File: src/sv/lsct_pkg.sv
// Package for the LFU slot cache tag store.
// Holds sizes, derived widths and the store access types; no dependencies.
package lsct_pkg;

  localparam int SLOTS          = 8;
  localparam int KEY_BITS       = 32;
  localparam int COUNT_BITS     = 16;
  localparam int KEY_FIELD_BITS = 32;
  localparam int SLOT_FIELD_BITS = 3;
  localparam int SLOT_BITS      = (SLOTS > 1) ? $clog2(SLOTS) : 1;
  localparam int MIN_START_BITS = 31;
  localparam int BEST_BITS      = (COUNT_BITS > MIN_START_BITS) ? COUNT_BITS : MIN_START_BITS;
  localparam logic [BEST_BITS-1:0] MIN_START = BEST_BITS'(32'h7FFF_FFFF);

  typedef logic [SLOT_BITS-1:0]  slot_idx_t;
  typedef logic [KEY_BITS-1:0]   key_t;
  typedef logic [COUNT_BITS-1:0] count_t;

  // Write request from the sequencer to the store
  typedef struct packed {
    logic      we;
    logic      clr;
    slot_idx_t idx;
    key_t      key;
    count_t    count;
  } store_wr_t;

  // Contents of the addressed slot
  typedef struct packed {
    logic   valid;
    key_t   key;
    count_t count;
  } store_rd_t;

endpackage

File: src/sv/lsct_store.sv
// Slot store: valid bits, keys and use counts, one read and one write address.
// Depends on lsct_pkg.
module lsct_store (
  input  logic                clk,
  input  logic                rst_n,
  input  lsct_pkg::slot_idx_t rd_idx,
  output lsct_pkg::store_rd_t rd,
  input  lsct_pkg::store_wr_t wr
);
  import lsct_pkg::*;

  logic   valid_r [SLOTS];
  key_t   key_r   [SLOTS];
  count_t count_r [SLOTS];

  // Valid bits reset and clear at once; keys and counts of empty slots are never used
  always_ff @(posedge clk) begin
    if (!rst_n) begin
      for (int i = 0; i < SLOTS; i++) valid_r[i] <= 1'b0;
    end else if (wr.clr) begin
      for (int i = 0; i < SLOTS; i++) valid_r[i] <= 1'b0;
    end else if (wr.we) begin
      valid_r[wr.idx] <= 1'b1;
    end
  end

  always_ff @(posedge clk) begin
    if (wr.we && !wr.clr) begin
      key_r[wr.idx]   <= wr.key;
      count_r[wr.idx] <= wr.count;
    end
  end

  assign rd.valid = valid_r[rd_idx];
  assign rd.key   = key_r[rd_idx];
  assign rd.count = count_r[rd_idx];

endmodule

File: src/sv/lsct_seq.sv
// Sequencer with the shared key/count compare unit and the result register.
// Walks one slot per cycle, then does a write-back step. Depends on lsct_pkg.
module lsct_seq (
  input  logic                                 clk,
  input  logic                                 rst_n,
  input  logic                                 in_valid,
  output logic                                 in_stall,
  input  logic                                 in_command,
  input  logic [lsct_pkg::KEY_FIELD_BITS-1:0]  in_key,
  input  logic                                 in_open_ok,
  output logic                                 out_valid,
  input  logic                                 out_stall,
  output logic                                 out_hit,
  output logic [lsct_pkg::SLOT_FIELD_BITS-1:0] out_slot,
  output logic                                 out_installed,
  output logic                                 out_evicted,
  output logic [lsct_pkg::KEY_FIELD_BITS-1:0]  out_evicted_key,
  output logic                                 out_failed,
  output lsct_pkg::slot_idx_t                  rd_idx,
  input  lsct_pkg::store_rd_t                  rd,
  output lsct_pkg::store_wr_t                  wr
);
  import lsct_pkg::*;

  typedef enum logic [1:0] {S_IDLE, S_SCAN, S_WRITE} state_t;
  typedef enum logic [1:0] {OP_HIT, OP_INSTALL, OP_FAIL, OP_CLEAR} op_t;

  localparam slot_idx_t LAST_IDX = SLOT_BITS'(SLOTS - 1);

  state_t                       state_r, state_nxt;
  op_t                          op_r, op_nxt;
  slot_idx_t                    idx_r, idx_nxt;
  slot_idx_t                    tgt_r, tgt_nxt;
  slot_idx_t                    empty_r, empty_nxt;
  slot_idx_t                    victim_r, victim_nxt;
  logic                         have_empty_r, have_empty_nxt;
  logic [BEST_BITS-1:0]         best_r, best_nxt;
  key_t                         key_r, key_nxt;
  logic                         open_ok_r, open_ok_nxt;

  logic                         out_valid_r, out_valid_nxt;
  logic                         hit_r, hit_nxt;
  logic [SLOT_FIELD_BITS-1:0]   slot_r, slot_nxt;
  logic                         installed_r, installed_nxt;
  logic                         evicted_r, evicted_nxt;
  logic [KEY_FIELD_BITS-1:0]    evicted_key_r, evicted_key_nxt;
  logic                         failed_r, failed_nxt;

  logic                         key_eq;
  logic                         cnt_less;
  logic                         out_free;
  logic [SLOT_BITS+SLOT_FIELD_BITS-1:0] slot_wide;

  // Shared compare unit: one slot per cycle
  assign key_eq   = rd.valid && (rd.key == key_r);
  assign cnt_less = BEST_BITS'(rd.count) < best_r;
  assign out_free = !out_valid_r || !out_stall;
  assign rd_idx   = (state_r == S_WRITE) ? tgt_r : idx_r;
  assign slot_wide = (SLOT_BITS + SLOT_FIELD_BITS)'(tgt_r);

  always_comb begin
    state_nxt       = state_r;
    op_nxt          = op_r;
    idx_nxt         = idx_r;
    tgt_nxt         = tgt_r;
    empty_nxt       = empty_r;
    victim_nxt      = victim_r;
    have_empty_nxt  = have_empty_r;
    best_nxt        = best_r;
    key_nxt         = key_r;
    open_ok_nxt     = open_ok_r;
    out_valid_nxt   = out_valid_r && out_stall;
    hit_nxt         = hit_r;
    slot_nxt        = slot_r;
    installed_nxt   = installed_r;
    evicted_nxt     = evicted_r;
    evicted_key_nxt = evicted_key_r;
    failed_nxt      = failed_r;
    wr              = '0;

    unique case (state_r)
      S_IDLE: begin
        if (in_valid) begin
          key_nxt        = in_key[KEY_BITS-1:0];
          open_ok_nxt    = in_open_ok;
          idx_nxt        = '0;
          have_empty_nxt = 1'b0;
          empty_nxt      = '0;
          victim_nxt     = '0;
          best_nxt       = MIN_START;
          if (in_command) begin
            op_nxt    = OP_CLEAR;
            state_nxt = S_WRITE;
          end else begin
            state_nxt = S_SCAN;
          end
        end
      end
      S_SCAN: begin
        if (key_eq) begin
          op_nxt    = OP_HIT;
          tgt_nxt   = idx_r;
          state_nxt = S_WRITE;
        end else begin
          if (!rd.valid && !have_empty_r) begin
            have_empty_nxt = 1'b1;
            empty_nxt      = idx_r;
          end
          if (cnt_less) begin
            best_nxt   = BEST_BITS'(rd.count);
            victim_nxt = idx_r;
          end
          if (idx_r == LAST_IDX) begin
            state_nxt = S_WRITE;
            if (!open_ok_r) begin
              op_nxt = OP_FAIL;
            end else begin
              op_nxt  = OP_INSTALL;
              tgt_nxt = have_empty_nxt ? empty_nxt : victim_nxt;
            end
          end else begin
            idx_nxt = idx_r + 1'b1;
          end
        end
      end
      S_WRITE: begin
        // Hold here while the previous result is still waiting
        if (out_free) begin
          state_nxt       = S_IDLE;
          out_valid_nxt   = 1'b1;
          hit_nxt         = 1'b0;
          slot_nxt        = '0;
          installed_nxt   = 1'b0;
          evicted_nxt     = 1'b0;
          evicted_key_nxt = '0;
          failed_nxt      = 1'b0;
          wr.idx          = tgt_r;
          unique case (op_r)
            OP_HIT: begin
              hit_nxt  = 1'b1;
              slot_nxt = slot_wide[SLOT_FIELD_BITS-1:0];
              wr.we    = 1'b1;
              wr.key   = rd.key;
              wr.count = (&rd.count) ? rd.count : rd.count + 1'b1;
            end
            OP_INSTALL: begin
              installed_nxt = 1'b1;
              slot_nxt      = slot_wide[SLOT_FIELD_BITS-1:0];
              evicted_nxt   = rd.valid;
              if (rd.valid) evicted_key_nxt = KEY_FIELD_BITS'(rd.key);
              wr.we    = 1'b1;
              wr.key   = key_r;
              wr.count = COUNT_BITS'(1);
            end
            OP_FAIL: begin
              failed_nxt = 1'b1;
            end
            OP_CLEAR: begin
              wr.clr = 1'b1;
            end
            default: begin
              failed_nxt = 1'b0;
            end
          endcase
        end
      end
      default: begin
        state_nxt = S_IDLE;
      end
    endcase
  end

  always_ff @(posedge clk) begin
    if (!rst_n) begin
      state_r     <= S_IDLE;
      out_valid_r <= 1'b0;
    end else begin
      state_r     <= state_nxt;
      out_valid_r <= out_valid_nxt;
    end
    op_r          <= op_nxt;
    idx_r         <= idx_nxt;
    tgt_r         <= tgt_nxt;
    empty_r       <= empty_nxt;
    victim_r      <= victim_nxt;
    have_empty_r  <= have_empty_nxt;
    best_r        <= best_nxt;
    key_r         <= key_nxt;
    open_ok_r     <= open_ok_nxt;
    hit_r         <= hit_nxt;
    slot_r        <= slot_nxt;
    installed_r   <= installed_nxt;
    evicted_r     <= evicted_nxt;
    evicted_key_r <= evicted_key_nxt;
    failed_r      <= failed_nxt;
  end

  assign in_stall        = (state_r != S_IDLE);
  assign out_valid       = out_valid_r;
  assign out_hit         = hit_r;
  assign out_slot        = slot_r;
  assign out_installed   = installed_r;
  assign out_evicted     = evicted_r;
  assign out_evicted_key = evicted_key_r;
  assign out_failed      = failed_r;

endmodule

File: src/sv/lfu_slot_cache_tags_core.sv
// Tag store of a small fully associative cache with least-frequently-used replacement.
// Top level: instantiates lsct_seq and lsct_store; depends on lsct_pkg.
//
// Input channel (in_valid / in_stall): command (0 lookup/install, 1 invalidate all),
// key and open_ok. Result channel (out_valid / out_stall): hit, slot, installed,
// evicted, evicted_key, failed; exactly one result per input transaction.
// A lookup walks the slots one per cycle through a single compare unit, stopping
// at the first valid slot with an equal key, then does a write-back step that
// updates the count of a hit, installs the key on a miss with open_ok set, or
// reports failed on a miss without it. A miss scans all 8 slots; an invalidate
// skips the scan. The next transaction is taken on the cycle after the result is
// registered; in_stall is high while a transaction is in flight.
// The result register lets a new transaction be accepted while the previous result
// waits; if the receiver stalls, the next transaction holds in its write-back cycle
// until the result register is free. Synchronous reset (rst_n low) empties every
// slot and drops any pending result.
module lfu_slot_cache_tags_core (
  input  logic                                 clk,
  input  logic                                 rst_n,
  input  logic                                 in_valid,
  output logic                                 in_stall,
  input  logic                                 in_command,
  input  logic [lsct_pkg::KEY_FIELD_BITS-1:0]  in_key,
  input  logic                                 in_open_ok,
  output logic                                 out_valid,
  input  logic                                 out_stall,
  output logic                                 out_hit,
  output logic [lsct_pkg::SLOT_FIELD_BITS-1:0] out_slot,
  output logic                                 out_installed,
  output logic                                 out_evicted,
  output logic [lsct_pkg::KEY_FIELD_BITS-1:0]  out_evicted_key,
  output logic                                 out_failed
);
  import lsct_pkg::*;

  slot_idx_t rd_idx;
  store_rd_t rd;
  store_wr_t wr;

  lsct_seq u_seq (
    .clk             (clk),
    .rst_n           (rst_n),
    .in_valid        (in_valid),
    .in_stall        (in_stall),
    .in_command      (in_command),
    .in_key          (in_key),
    .in_open_ok      (in_open_ok),
    .out_valid       (out_valid),
    .out_stall       (out_stall),
    .out_hit         (out_hit),
    .out_slot        (out_slot),
    .out_installed   (out_installed),
    .out_evicted     (out_evicted),
    .out_evicted_key (out_evicted_key),
    .out_failed      (out_failed),
    .rd_idx          (rd_idx),
    .rd              (rd),
    .wr              (wr)
  );

  lsct_store u_store (
    .clk    (clk),
    .rst_n  (rst_n),
    .rd_idx (rd_idx),
    .rd     (rd),
    .wr     (wr)
  );

endmodule

File: config.mk
export PLATFORM = sky130hd
export DESIGN_NAME = lfu_slot_cache_tags_core
export DESIGN_NICKNAME = d
export VERILOG_FILES = /design/src/sv/lsct_pkg.sv /design/src/sv/lsct_store.sv /design/src/sv/lsct_seq.sv /design/src/sv/lfu_slot_cache_tags_core.sv
export SDC_FILE = /design/constraint.sdc
export NUM_CORES = 1
export LEC_CHECK = 0
export CORE_MARGIN = 2
export CORE_UTILIZATION = 45
export DETAILED_ROUTE_END_ITERATION = 8
export DONT_BUFFER_PORTS = 1
export PLACE_DENSITY = 0.64
export SLEW_MARGIN = 20
export SYNTH_ARGS = -nofsm -noshare
export SYNTH_HDL_FRONTEND = slang
export SYNTH_SLANG_ARGS = --single-unit
export TNS_END_PERCENT = 10
File: constraint.sdc
create_clock -name clk -period 22.2 [get_ports clk]
set_input_delay 1.11 -clock clk [delete_from_list [all_inputs] [get_ports clk]]
set_output_delay 1.11 -clock clk [all_outputs]
set_load 0.005 [all_outputs]
======== Word-level counts from Yosys, hierarchy flattened ========
Memories as Yosys holds them, arrays and structs flattened.
Index checks and enable logic that the tools add are counted.
Widths: inputs -> output; s select.
word-level totals
  word-level logic and storage cells ...... 142
  memories ................................ 3
  input bits .............................. 38
  output and inout bits ................... 41
  RAM bits ................................ 392
  bits in registers ....................... 121
cells by class
  equality and inequality tests ........... 14
  $add $sub $neg .......................... 2
  $lt $le $gt $ge ......................... 1
  muxes and demuxes ....................... 69
  bitwise operators ....................... 8
  reduce and logical (&&, ||, !) cells .... 28
memories
  name             words  width  read ports  clocked after Yosys merged registers in  write ports  RTL line          source
  u_store.key_r    8      32     1           0                                        1            lsct_store.sv:13  key_t key_r [SLOTS];
  u_store.count_r  8      16     1           0                                        1            lsct_store.sv:14  count_t count_r [SLOTS];
  u_store.valid_r  8      1      1           0                                        8            lsct_store.sv:12  logic valid_r [SLOTS];
operators with widths
  kind                   number
  $mux 53                2
  $pmux 48 s2            1
  $mux 31                3
  $pmux 31 s2            1
  $mux 3                 13
  $eq 32x32->1           1
  $mux 1                 32
  $lt 16x31->1           1
  $mux 2                 10
  $pmux 3 s2             3
  $add 16x1->16 const B  1
  $mux 16                1
  $reduce_and 16->1      1
  $reduce_and 4->1       3
  $reduce_and 3->1       3
  $ne 2x2->1 const B     4
  $or 1x1->1             8
  $reduce_bool 2->1      4
  $eq 2x2->1 const B     3
  $pmux 2 s3             1
  $reduce_and 2->1       3
  $logic_not 1->1        5
  $eq 2x1->1 const B     2
  $logic_and 1x1->1      4
  10 further kinds       12

======== Logic depth before layout (Yosys ltp) ========
An unclocked memory read counts as a cell.
  depth in word-level cells ............... 14
  gate-level depth with buffers ........... 22
  depth with buffers taken out ............ 16

======== Cells and area by module ========
Synthesis repeated with hierarchy kept, for this count alone.
second synthesis, totals
  cell total of the unflattened synthesis .. 1,090
  area, all modules ....................... 20,482.1 µm²
modules (own cells, without submodules)
  module      times used  area an instance (µm²)  cells each
  lsct_store  1           14,801.7                596
  lsct_seq    1           5,680.4                 494

======== Least setup slack after synthesis ========
Ideal clock, no wire load.
  path kind ............................... flip-flop to flip-flop
  start point ............................. register u_seq.state_r[0]
  end point ............................... memory u_store.count_r[0][0] (netlist name), enable pin
  setup slack ............................. 13.379 ns
  cell stages (with the launch flop) ...... 10
  setup time .............................. 0.572 ns
  clock period less this slack ............ 8.821 ns
  arrival ................................. 8.249 ns
  path buffers ............................ 5
  cells stage by stage .................... dfxtp_1 -> nand2b_1 -> buf_2 -> buf_2 -> buf_2 -> buf_2 -> a21oi_1 -> nand2b_1 -> clkbuf_1 -> nor4_1
on the way
  cells in the longest elaborated chain, start to end .. 6
RTL lines
  element                       RTL line          source
  from (decl)                   lsct_seq.sv:30    state_t state_r, state_nxt;
  from (signal assigned)        lsct_seq.sv:178   state_r <= state_nxt;
  $eq 2x2->1 (*)                lsct_seq.sv:81    unique case (state_r)
  $mux 53 (*)                   lsct_seq.sv:81
  $logic_not 1->1               lsct_store.sv:28  if (wr.we && !wr.clr) begin
  $logic_and 1x1->1             lsct_store.sv:28
  $mux 1                        lsct_store.sv:28
  $mux 1 (not written as such)  lsct_store.sv:30  count_r[wr.idx] <= wr.count;
  to (decl)                     lsct_store.sv:14
Mark *: on every way between the ends. The rest lies on a longest branch, timed or not.

==> results list <==
- Library cell with the largest summed area after synthesis: sky130_fd_sc_hd__edfxtp_1
- Setup slack on the worst reg-to-reg path comes out at 15.83 ns.
- The number of antenna violations at the first check in global routing was 0.
- Library cell with the highest instance count after synthesis: sky130_fd_sc_hd__edfxtp_1
- The clock passes through at most 3 buffers.
- VDD sags by at most 0.0000695 V.
- Count of yosys warnings during synthesis: 0
- Antenna cells: 0
* Critical path data arrival time: 6.67 ns
- Maximum number of pins on one net before global-route repair: 67
- Clock-pin slew was measured on the worst setup and hold paths at 0.06 ns.
- The flow ran to the end, and the final reports show no timing, DRC or antenna violations.
- DRC errors left: 0
- For the pin with the worst max-slew slack, the measured transition is 1.13 ns.
- Data on the critical path is required at its endpoint by 22.49 ns.
* Power density over cell area: 89.1 nW/um^2
* Die outline width: roughly 230 um
- Power consumption: 0.00222 W
- Count of unique library cells instantiated by Yosys: 73
- Type of the most critical hold path: flip-flop to flip-flop
* Pins Over Slew Limit: 0
- The worst setup path is launched from a flip-flop.
* Port Buf Inserts: 0
* Number of CTS-inserted buffers: 53
- After synthesis, the cell types taking the most area are sky130_fd_sc_hd__edfxtp_1, sky130_fd_sc_hd__mux2i_1, sky130_fd_sc_hd__a211oi_1, sky130_fd_sc_hd__nor2_1, sky130_fd_sc_hd__mux4_2.
- Number of max-cap violations: 0
* Vias/cell: just under 6
- The most used flip-flop cell after synthesis is sky130_fd_sc_hd__edfxtp_1.
* Clk_skew: 0.0278 ns
- For this run, asynchronously set or reset flops after synthesis account for 0.
* Share of Yosys cell area claimed by the top area cell type: 0.650
- The detailed router finished its first iteration with roughly 1400 violations.
* Setup repair after global routing missed its margin: no
- Post-synthesis instance total: 1634
* Average wire length per cell after detail routing: around 24 um
* Floorplan row count: a little over 80
* Initial standard-cell utilization of the core: 0.453
- Number of failing hold endpoints at the final stage: 0
- Worst setup EP type: flip-flop
- Average cell area after synthesis: 13.8 um^2
- Worst Path Class, Setup: flip-flop to flip-flop
* Layout net count: approximately 1700
* Slew Limit Headroom: 0.248
* First-pass GRT wire length: 85100 um
* Area of the die: 51900 um^2
- Summed over all nets, the half-perimeter wirelength after detailed placement is ~32000 um.
- Synthesis produced a netlist with a net count of roughly 1700.
* Maximum clock frequency: roughly 160 MHz
- Of all nets on the critical path, the largest fanout is between 40 and 50.
* Worst-Skew Late Latency: 0.61 ns
- Placeable core area: 49800 um^2
- Leakage component of the power: 8.38 nW
- Leading post-synthesis cells by instance count: sky130_fd_sc_hd__edfxtp_1, sky130_fd_sc_hd__mux2i_1, sky130_fd_sc_hd__nor2_1
* Antenna-violating nets left: 0
- Summed instance area of the synthesized netlist: 22500 um^2
- The clock tree synthesis step divided the H-tree into 2 levels.
- Proportion of synthesized chip area in sequential cells: 0.660
* GRT Residual Overflow: 0
- In the final layout, the share of cells above drive strength 1 is 0.109.
- After detailed routing, the total wire length is around 56000 um.
- Setup violations remaining at the end of the flow were counted as 0.
* Placed standard-cell area: 23300 um^2
- Clock tree synthesis selected as its root buffer the cell sky130_fd_sc_hd__clkbuf_16.
* Number of clock sinks seen by CTS: 499
- Pin placement for this block handled 79 I/O pins.
- Of the available clock period, the critical path in the final layout requires 0.287.
* Number of setup buffers added after CTS: 0
* Routability congestion estimate: 0.857
* Post-CTS sizing: 0
- The number of global-route vias before repair came to 13700.
* All-layer global routing usage: 0.216
- The floorplan step set the die height to 228 um.
- Post-Route Setup TNS: 0 ns
* Total of hold buffers inserted after clock tree synthesis: 0
- Final critical-path required period: 6.37 ns
* EDFF count, synth: roughly 490
- Vias after detailed routing: roughly 14000
- TritonCTS built the clock tree.
* Flip-flop and latch count after synthesis: 499
* Post-route cell area: 24900 um^2
- Area growth from synthesis to layout: 10.6%
- DRT Pass-1 Iters: 6
## cell usage in the layout (no fill, tap or decap), types with 15 or more instances in the layout
cell type | Yosys | final
sky130_fd_sc_hd__xor2_1 | 16 | 16
sky130_fd_sc_hd__nor3_1 | 16 | 15
sky130_fd_sc_hd__o32ai_1 | 15 | 15
sky130_fd_sc_hd__a21oi_1 | 67 | 64
sky130_fd_sc_hd__buf_4 | 5 | 33
sky130_fd_sc_hd__nor2_1 | 171 | 167
sky130_fd_sc_hd__mux4_2 | 25 | 25
sky130_fd_sc_hd__mux2i_1 | 171 | 171
sky130_fd_sc_hd__inv_1 | 82 | 81
sky130_fd_sc_hd__clkbuf_16 | 0 | 54
sky130_fd_sc_hd__ha_1 | 18 | 18
sky130_fd_sc_hd__a211oi_1 | 94 | 94
sky130_fd_sc_hd__edfxtp_1 | 488 | 488
sky130_fd_sc_hd__o21ai_0 | 23 | 23
sky130_fd_sc_hd__nand2_1 | 105 | 105
## worst max-delay path: stages, from the launching register on
cell                        delay (ns)
sky130_fd_sc_hd__edfxtp_1         0.33
sky130_fd_sc_hd__buf_4            0.60
sky130_fd_sc_hd__and3b_1          0.27
sky130_fd_sc_hd__buf_4            0.42
sky130_fd_sc_hd__a21o_4           0.38
sky130_fd_sc_hd__buf_4            0.57
sky130_fd_sc_hd__mux4_2           0.57
sky130_fd_sc_hd__mux2i_1          0.37
sky130_fd_sc_hd__inv_1            0.14
sky130_fd_sc_hd__ha_1             0.33
sky130_fd_sc_hd__a21o_1           0.17
sky130_fd_sc_hd__a21o_1           0.18
sky130_fd_sc_hd__a2111oi_0        0.50
sky130_fd_sc_hd__nor2b_1          0.20
sky130_fd_sc_hd__a311o_1          0.12
sky130_fd_sc_hd__o21a_1           0.27
sky130_fd_sc_hd__o21ai_0          0.12
sky130_fd_sc_hd__a21oi_1          0.14
sky130_fd_sc_hd__buf_4            0.27
## cell type report
| type | instances | area [um^2] |
|---|---|---|
| clock inverter | 32 | 255 |
| tap | 672 | 841 |
| clock buffer | 64 | 1390 |
| multi-input combinational | 950 | 7000 |
| timing repair buffer | 34 | 253 |
| inverter | 82 | 308 |
| sequential | 499 | 14900 |
| fill | 4220 | 24800 |
## path summary, 6_finish.rpt
path | start | end | cells past startpoint
worst max-delay path | u_seq.tgt_r[0]$_DFFE_PP_ | u_seq.best_r[0]$_SDFFCE_PN1P_ | 18
worst min-delay path | u_store.valid_r[4]$_DFF_P_ | u_store.valid_r[4]$_DFF_P_ | 2
worst max register to register | u_seq.tgt_r[0]$_DFFE_PP_ | u_seq.best_r[0]$_SDFFCE_PN1P_ | 18
worst min register to register | u_store.valid_r[4]$_DFF_P_ | u_store.valid_r[4]$_DFF_P_ | 2
## per-stage QoR
| step | setup slack [ns] | cells | hold WS [ns] | utilization |
|---|---|---|---|---|
| final | 15.83 | 2333 | 0.452 | 0.501 |
| after global routing | 15.36 | 2333 | 0.490 | 0.501 |
| after CTS | 15.81 | 2332 | 0.457 | 0.500 |
| after detailed placement | 15.81 | 2236 | 0.445 | 0.467 |
| after global placement | 15.93 | 2236 | 0.440 | 0.467 |
| after floorplan | 13.38 | 1634 | 0.415 | - |
## flip-flops by register name (all words and copies together), names as in the netlist
register / flops
u_seq.tgt_r: 3
u_seq.best_r: 17
u_seq.out_hit: 1
u_seq.out_slot: 3
u_seq.victim_r: 3
u_seq.out_evicted: 1
u_store.count_r: 128
u_seq.out_evicted_key: 32
u_seq.out_failed: 1
u_seq.out_installed: 1
u_seq.key_r: 32
u_store.key_r: 256
u_seq.state_r: 2
u_seq.idx_r: 3
u_seq.out_valid: 1
u_store.valid_r: 8
u_seq.empty_r: 3
u_seq.have_empty_r: 1
u_seq.open_ok_r: 1
u_seq.op_r: 2
## routing by layer
layer,up-vias,GRT usage,part of all wire,routed length (um)
li1,6231,-,-,-
met5,-,0,0,0
met2,524,0.333,0.45,25400
met3,94,0.0429,0.075,4220
met1,7005,0.310,0.45,25100
met4,0,0.0697,0.027,1540
## power by group
part           leakage (nW)  switching, W  internal [W]
registers              4.23     0.0000149       0.00105
logic                  3.34      0.000207      0.000109
clock network         0.814      0.000363      0.000480
total                  8.38      0.000585       0.00163
## kinds of logic (layout without fill, tap and decap cells)
| logic type | count (synthesis) | count (layout) | share of synthesized area |
|---|---|---|---|
| buffers and inverters | 185 | 212 | 0.0350 |
| AO/OA/AOI/OAI | 295 | 295 | 0.0933 |
| multiplexers | 210 | 210 | 0.108 |
| XOR/XNOR | 23 | 23 | 0.00894 |
| AND/OR/NAND/NOR | 404 | 404 | 0.0847 |
| adder cells (fa/ha/maj) | 18 | 18 | 0.00999 |
| flip-flops | 499 | 499 | 0.660 |
(Power assumes the default switching activity.)
